**src/rtl/mm2_pkg.sv**
```systemverilog
package mm2_pkg;

    localparam logic [31:0] MIX_MUL     = 32'h5bd1e995;
    localparam int          MIX_SHIFT   = 24;
    localparam int          FIN_SHIFT_A = 13;
    localparam int          FIN_SHIFT_B = 15;
    localparam logic [2:0]  FULL_COUNT  = 3'd4;

    typedef enum logic [2:0] {
        ST_IDLE,
        ST_KEY,
        ST_KEY2,
        ST_HASH,
        ST_TAIL,
        ST_FIN,
        ST_OUT
    } state_t;

    typedef enum logic [2:0] {
        OP_NONE,
        OP_KEY,
        OP_KEY2,
        OP_HASH,
        OP_TAIL,
        OP_FIN
    } op_t;

    typedef struct packed {
        logic load;
        op_t  op;
        logic out_load;
    } cmd_t;

    typedef struct packed {
        logic last;
        logic out_free;
    } status_t;

endpackage

```
**src/rtl/mm2_datapath.sv**
```systemverilog
module mm2_datapath
(
    input  logic                clk,
    input  logic                rst_n,
    input  logic                cfg_valid,
    input  logic [31:0]         seed,
    input  logic [31:0]         key_word,
    input  logic [2:0]          byte_count,
    input  logic                first_word,
    input  logic                last_word,
    input  logic [30:0]         key_length,
    input  logic                out_stall,
    input  mm2_pkg::cmd_t       cmd,
    output mm2_pkg::status_t    status,
    output logic                out_valid,
    output logic [31:0]         hash_value
);

    logic [31:0] seed_reg;
    logic [31:0] h_reg;
    logic [31:0] k_reg;
    logic [31:0] w_reg;
    logic [2:0]  cnt_reg;
    logic        last_reg;
    logic        out_valid_reg;
    logic [31:0] hash_reg;

    logic [31:0] h_next;
    logic [31:0] k_next;
    logic [31:0] tail_mask;
    logic [31:0] mult_a;
    logic [31:0] prod;

    always_comb
    begin
        case (cnt_reg)
            3'd1:    tail_mask = 32'h0000_00ff;
            3'd2:    tail_mask = 32'h0000_ffff;
            default: tail_mask = 32'h00ff_ffff;
        endcase
    end

    always_comb
    begin
        case (cmd.op)
            mm2_pkg::OP_KEY:  mult_a = w_reg;
            mm2_pkg::OP_KEY2: mult_a = k_reg ^ (k_reg >> mm2_pkg::MIX_SHIFT);
            mm2_pkg::OP_HASH: mult_a = h_reg;
            mm2_pkg::OP_TAIL: mult_a = h_reg ^ (w_reg & tail_mask);
            mm2_pkg::OP_FIN:  mult_a = h_reg ^ (h_reg >> mm2_pkg::FIN_SHIFT_A);
            default:          mult_a = h_reg;
        endcase
    end

    assign prod = 32'(mult_a * mm2_pkg::MIX_MUL);

    always_comb
    begin
        h_next = h_reg;
        k_next = k_reg;
        if (cmd.load)
        begin
            if (first_word)
            begin
                h_next = seed_reg ^ {1'b0, key_length};
            end
        end
        case (cmd.op)
            mm2_pkg::OP_KEY:  k_next = prod;
            mm2_pkg::OP_KEY2: k_next = prod;
            mm2_pkg::OP_HASH: h_next = prod ^ k_reg;
            mm2_pkg::OP_TAIL: h_next = prod;
            mm2_pkg::OP_FIN:  k_next = prod;
            default:          ;
        endcase
    end

    always_ff @(posedge clk or negedge rst_n)
    begin
        if (!rst_n)
        begin
            seed_reg      <= 32'd0;
            h_reg         <= 32'd0;
            last_reg      <= 1'b0;
            out_valid_reg <= 1'b0;
        end
        else
        begin
            if (cfg_valid)
            begin
                seed_reg <= seed;
            end
            h_reg <= h_next;
            if (cmd.load)
            begin
                last_reg <= last_word;
            end
            if (cmd.out_load)
            begin
                out_valid_reg <= 1'b1;
            end
            else if (!out_stall)
            begin
                out_valid_reg <= 1'b0;
            end
        end
    end

    always_ff @(posedge clk)
    begin
        k_reg <= k_next;
        if (cmd.load)
        begin
            w_reg   <= key_word;
            cnt_reg <= byte_count;
        end
        if (cmd.out_load)
        begin
            hash_reg <= k_reg ^ (k_reg >> mm2_pkg::FIN_SHIFT_B);
        end
    end

    assign status.last     = last_reg;
    assign status.out_free = !out_valid_reg || !out_stall;
    assign out_valid       = out_valid_reg;
    assign hash_value      = hash_reg;

endmodule

```
**src/rtl/mm2_ctrl.sv**
```systemverilog
module mm2_ctrl
(
    input  logic                clk,
    input  logic                rst_n,
    input  logic                in_valid,
    input  logic [2:0]          byte_count,
    input  logic                last_word,
    input  mm2_pkg::status_t    status,
    output mm2_pkg::cmd_t       cmd,
    output logic                in_stall
);

    mm2_pkg::state_t state_reg;
    mm2_pkg::state_t state_next;

    always_comb
    begin
        state_next = state_reg;
        case (state_reg)
            mm2_pkg::ST_IDLE:
            begin
                if (in_valid)
                begin
                    if (byte_count >= mm2_pkg::FULL_COUNT)
                    begin
                        state_next = mm2_pkg::ST_KEY;
                    end
                    else if (byte_count != 3'd0)
                    begin
                        state_next = mm2_pkg::ST_TAIL;
                    end
                    else if (last_word)
                    begin
                        state_next = mm2_pkg::ST_FIN;
                    end
                end
            end
            mm2_pkg::ST_KEY:  state_next = mm2_pkg::ST_KEY2;
            mm2_pkg::ST_KEY2: state_next = mm2_pkg::ST_HASH;
            mm2_pkg::ST_HASH,
            mm2_pkg::ST_TAIL:
            begin
                state_next = status.last ? mm2_pkg::ST_FIN : mm2_pkg::ST_IDLE;
            end
            mm2_pkg::ST_FIN:  state_next = mm2_pkg::ST_OUT;
            mm2_pkg::ST_OUT:
            begin
                if (status.out_free)
                begin
                    state_next = mm2_pkg::ST_IDLE;
                end
            end
            default: state_next = mm2_pkg::ST_IDLE;
        endcase
    end

    always_comb
    begin
        cmd.load     = 1'b0;
        cmd.op       = mm2_pkg::OP_NONE;
        cmd.out_load = 1'b0;
        in_stall     = 1'b1;
        case (state_reg)
            mm2_pkg::ST_IDLE:
            begin
                in_stall = 1'b0;
                cmd.load = in_valid;
            end
            mm2_pkg::ST_KEY:  cmd.op = mm2_pkg::OP_KEY;
            mm2_pkg::ST_KEY2: cmd.op = mm2_pkg::OP_KEY2;
            mm2_pkg::ST_HASH: cmd.op = mm2_pkg::OP_HASH;
            mm2_pkg::ST_TAIL: cmd.op = mm2_pkg::OP_TAIL;
            mm2_pkg::ST_FIN:  cmd.op = mm2_pkg::OP_FIN;
            mm2_pkg::ST_OUT:  cmd.out_load = status.out_free;
            default:          ;
        endcase
    end

    always_ff @(posedge clk or negedge rst_n)
    begin
        if (!rst_n)
        begin
            state_reg <= mm2_pkg::ST_IDLE;
        end
        else
        begin
            state_reg <= state_next;
        end
    end

endmodule

```
**src/rtl/murmur2_hash_stream.sv**
```systemverilog
// Streaming 32-bit MurmurHash2 of a byte key.
// Input channel (in_valid / in_stall): one request per little-endian key word,
// with byte_count, first_word, last_word and, on the first word, key_length.
// A request is taken when in_valid is high and in_stall is low.
// Configuration channel (cfg_valid / cfg_ready): writes the seed; always ready.
// Write it only while no key is in progress.
// Output channel (out_valid / out_stall): one hash_value per last word.
// Every multiply goes through one shared 32x32 multiplier, one per cycle:
// a full word uses ST_KEY, ST_KEY2 and ST_HASH, a partial word ST_TAIL, and an
// empty word none; a last word adds ST_FIN, then ST_OUT fills the output register.
// The output register frees the input side: the next key's words are taken
// while a finished hash waits; only a further hash waits for it to be taken.
// Stalling the output holds hash_value and out_valid unchanged.
// Reset clears the seed and running hash to zero and empties the output.
module murmur2_hash_stream
(
    input  logic        clk,
    input  logic        rst_n,
    input  logic        cfg_valid,
    output logic        cfg_ready,
    input  logic [31:0] seed,
    input  logic        in_valid,
    output logic        in_stall,
    input  logic [31:0] key_word,
    input  logic [2:0]  byte_count,
    input  logic        first_word,
    input  logic        last_word,
    input  logic [30:0] key_length,
    output logic        out_valid,
    input  logic        out_stall,
    output logic [31:0] hash_value
);

    mm2_pkg::cmd_t    cmd;
    mm2_pkg::status_t status;

    assign cfg_ready = 1'b1;

    mm2_ctrl u_ctrl
    (
        .clk        (clk),
        .rst_n      (rst_n),
        .in_valid   (in_valid),
        .byte_count (byte_count),
        .last_word  (last_word),
        .status     (status),
        .cmd        (cmd),
        .in_stall   (in_stall)
    );

    mm2_datapath u_datapath
    (
        .clk        (clk),
        .rst_n      (rst_n),
        .cfg_valid  (cfg_valid),
        .seed       (seed),
        .key_word   (key_word),
        .byte_count (byte_count),
        .first_word (first_word),
        .last_word  (last_word),
        .key_length (key_length),
        .out_stall  (out_stall),
        .cmd        (cmd),
        .status     (status),
        .out_valid  (out_valid),
        .hash_value (hash_value)
    );

endmodule

```
**config.mk**
```make
export PLATFORM = sky130hd
export DESIGN_NAME = murmur2_hash_stream
export DESIGN_NICKNAME = d
export VERILOG_FILES = /design/src/rtl/mm2_pkg.sv /design/src/rtl/mm2_datapath.sv /design/src/rtl/mm2_ctrl.sv /design/src/rtl/murmur2_hash_stream.sv
export SDC_FILE = /design/constraint.sdc
export NUM_CORES = 1
export LEC_CHECK = 0
export BUFFER_PORTS_ARGS = -buffer_cell sky130_fd_sc_hd__buf_2
export CAP_MARGIN = 20
export CORE_MARGIN = 8
export CORE_UTILIZATION = 63
export DETAILED_ROUTE_END_ITERATION = 6
export PLACE_DENSITY = 0.83
export SLEW_MARGIN = 25
export SYNTH_ARGS = -nofsm -noshare
export SYNTH_HDL_FRONTEND = slang
export SYNTH_SLANG_ARGS = --single-unit
```
**constraint.sdc**
```tcl
create_clock -name clk -period 10.8 [get_ports clk]
set_input_delay 1.08 -clock clk [delete_from_list [all_inputs] [get_ports clk]]
set_output_delay 1.08 -clock clk [all_outputs]
set_load 0.02 [all_outputs]
```
==> results.yml <==
status:
  status: "finished clean"
floorplanning:
  start_util_pct: 63.6
  dieArea_mm2: 0.0334
  die_h_um: 183
  core-area_mm2: 0.0276
  die_w_um: 183
  ioPinCount: 140
  rows: 61
clock_network:
  cts_buffers: 17
  cts.clk_slew.worst_paths_ns: 0.07
  ctsResizeCount: 0
  htreeDepth: 4
  hold_buffers: 0
  clk_latency_ns: 0.45
  cts_setup_buffers: 0
  cts_tree: "done"
  cts_max_path_buffers: 2
  clkSinkCount: 168
  root_buffer: "clkbuf_16"
finish:
  drive_gt1_share_pct: 13.3
  syn2layout_area_growth_pct: 10.4
  fillers: 1991
  fin_nets: 2357
flow_run:
  cap_violations: 0
yosys:
  synth_cells: 1716
  ys_types: 72
  synth_area_per_cell_um2: 10.2
  syn-num-nets: 2219
  ys_warn_count: 0
  ys.flop_type: "edfxtp_1"
  yosysSeqAreaShare_pct: 26.8
  ys_ff_latch: 168
  synth_edf_count: 99
  ys_async_sr_fraction_pct: 41.1
  netlist_area_mm2: 0.0175
placed_design:
  dp_hpwl_um: 40800
  port_buffers: 138
  gp_congestion: 0.994
  post-place-ws_ns: 0.911
sta:
  setup_viol: 0
  tns_ns: 0
  grt_setup_unrepaired: "false"
  layout_setup_ws_ns: 0.794
  max_freq_mhz: 99.9
  report.final.slew_viol_count: 0
  period_minus_slack_ns: 10.01
  skew_ns: 0.0152
  maxSlewHeadroom_pct: 33.0
  hold_slack_ns: 0.526
  hold_viol_final: 0
  min_period_over_period_pct: 92.7
  worst-slew-pin-transition_ns: 0.997
drt:
  drt_iter0_drc: 1431
  num_vias: 13621
  routed_wl_um: 51900
  wl_met1_um: 19400
  via_per_inst: 6.06
  firstDrtPassIters: 6
  wl_met3_um: 5760
  post-route-drc-count: 0
  routed.top_layer: "met4"
  wl_per_cell_um: 23.1
  postRouteAntennaNets: 0
  dr_wl_met2_um: 23800
setup_path:
  r2r_end: "u_datapath.h_reg[30]"
  crit_arrival_ns: 10.38
  max_stage_delay_ns: 0.82
  rrSetupSlack_ns: 0.79
  cp_max_fo: 37
  reg2reg_depth: 28
  critPathRequiredTime_ns: 11.18
  critPathLaunchType: "flop"
  endpoint_kind: "flop"
  r2r-start: "u_ctrl.state_reg[1]"
  crit_type: "reg -> reg"
  cp_slowest_cell: "o31ai_1"
  worst_path_most_repeated_cell: "inv_1"
grt:
  grt_max_degree: 70
  grt_pass1_vias: 14337
  grt-ovfl-total: 0
  antenna_found_initial: 0
  grt_util_all_layers_pct: 31.9
  grt_pass1_wl_um: 81000
hold_path:
  min_path_cells: 1
  min_path_type: "reg -> reg"
  whs_endpoint: "u_datapath.seed_reg[24]"
  hp-start: "u_datapath.seed_reg[24]"
[cells by family (layout without fill, tap and decap cells)]
family | count (synthesis) | after routing | share of synthesized area [%]
simple gates | 287 | 287 | 7.77
compound gates | 283 | 283 | 10.9
xor+xnor | 132 | 132 | 6.96
fa+ha+maj | 398 | 398 | 36.2
buf+inv | 409 | 560 | 8.94
mux | 38 | 38 | 2.43
flops | 168 | 168 | 26.8
other cells | 1 | 2 | 0.0214
[critical path: cells and delay by family (launching register included)]
kind | cells | cell delay [ns]
compound gates | 6 | 2.73
buf+inv | 8 | 1.33
mux | 1 | 0.44
flops | 1 | 0.77
simple gates | 4 | 0.76
fa+ha+maj | 9 | 3.89
[layer usage]
layer / global-route usage, % / up-vias
met2: 50.5 / 816
met4: 16.4 / 0
met3: 8.21 / 159
met1: 40.2 / 6696
met5: 0 / -
li1: - / 5950
[cell usage in the layout (no fill, tap or decap), types with 9 or more instances in the layout]
cell,synthesis,layout
a211oi_1,9,9
a21o_1,12,12
a21oi_1,56,54
a221oi_1,12,12
a22o_1,11,11
and3_1,9,9
buf_2,6,138
buf_4,2,24
clkbuf_16,0,17
dfrtp_1,69,69
edfxtp_1,99,99
fa_1,181,181
ha_1,217,217
inv_1,364,364
mux2_2,36,36
nand2_1,91,91
nand2b_1,15,15
nand3_1,15,15
nor2_1,87,85
nor2b_1,14,14
nor3_1,9,9
o21ai_0,78,76
o221ai_1,10,10
o22ai_1,14,14
or3_1,11,11
xnor2_1,54,54
xor2_1,73,73
[Yosys cell counts, types with 3 or more instances]
master / instances / area (µm²)
nand4_1: 3 / 18.8
and2_1: 7 / 43.8
nor3b_1: 8 / 60.1
dfrtp_1: 69 / 1730
o32a_1: 5 / 50.1
fa_1: 181 / 3620
nor2b_1: 14 / 87.6
nor3_1: 9 / 45.0
a32o_1: 4 / 40.0
clkbuf_1: 30 / 113
a21boi_0: 5 / 37.5
o22a_1: 4 / 35.0
nand2_1: 91 / 342
mux2_2: 36 / 405
inv_1: 364 / 1370
ha_1: 217 / 2720
xnor3_1: 4 / 90.1
xor2_1: 73 / 639
a211o_1: 5 / 43.8
o21bai_1: 5 / 37.5
buf_1: 5 / 18.8
o21a_1: 6 / 45.0
edfxtp_1: 99 / 2970
nand3b_1: 4 / 30.0
o41ai_1: 3 / 26.3
a21o_1: 12 / 90.1
nor4_1: 5 / 31.3
o21ai_1: 3 / 15.0
buf_2: 6 / 30.0
nand3_1: 15 / 75.1
nor2_1: 87 / 327
o22ai_1: 14 / 87.6
o221ai_1: 10 / 87.6
a22oi_1: 7 / 52.6
xnor2_1: 54 / 473
a211oi_1: 9 / 67.6
nand2b_1: 15 / 93.8
a21oi_1: 56 / 280
o211ai_1: 5 / 37.5
o21ai_0: 78 / 390
or3_1: 11 / 68.8
o31ai_1: 8 / 60.1
a221oi_1: 12 / 105
a22o_1: 11 / 96.3
and3_1: 9 / 56.3
[worst max path at each step]
stage / startpoint / endpoint / slack, ns
CTS: u_ctrl.state_reg[1] / u_datapath.h_reg[30] / 0.87
detailed placement: u_ctrl.state_reg[1] / u_datapath.h_reg[30] / 0.91
global route: u_ctrl.state_reg[1] / u_datapath.h_reg[30] / 0.37
floorplan: u_ctrl.state_reg[2] / u_datapath.h_reg[28] / 2.21
global placement: u_ctrl.state_reg[1] / u_datapath.h_reg[28] / 1.27
finish: u_ctrl.state_reg[1] / u_datapath.h_reg[30] / 0.79
[layout make-up]
| type | count | area, µm² | share of cell area (%) |
|---|---|---|---|
| tap | 378 | 473 | 2.45 |
| inverter | 364 | 1370 | 7.07 |
| antenna | 1 | 2.50 | 0.0129 |
| multi-input combinational | 1139 | 11300 | 58.4 |
| timing repair buffer | 164 | 911 | 4.71 |
| sequential | 168 | 4700 | 24.3 |
| clock buffer | 17 | 425 | 2.20 |
| clock inverter | 15 | 165 | 0.854 |
[through the flow]
| step | utilization [%] | cells | cell area (µm²) |
|---|---|---|---|
| detailed placement | 67.9 | 2212 | 18700 |
| global route | 70.1 | 2245 | 19300 |
| finish | 70.2 | 2246 | 19300 |
| CTS | 70.1 | 2244 | 19300 |
| floorplan | - | 1716 | 17500 |
| global placement | 67.9 | 2212 | 18700 |
Power is not shown: default switching activity piles up to over one toggle a cycle in this logic, so the estimate is an artifact.
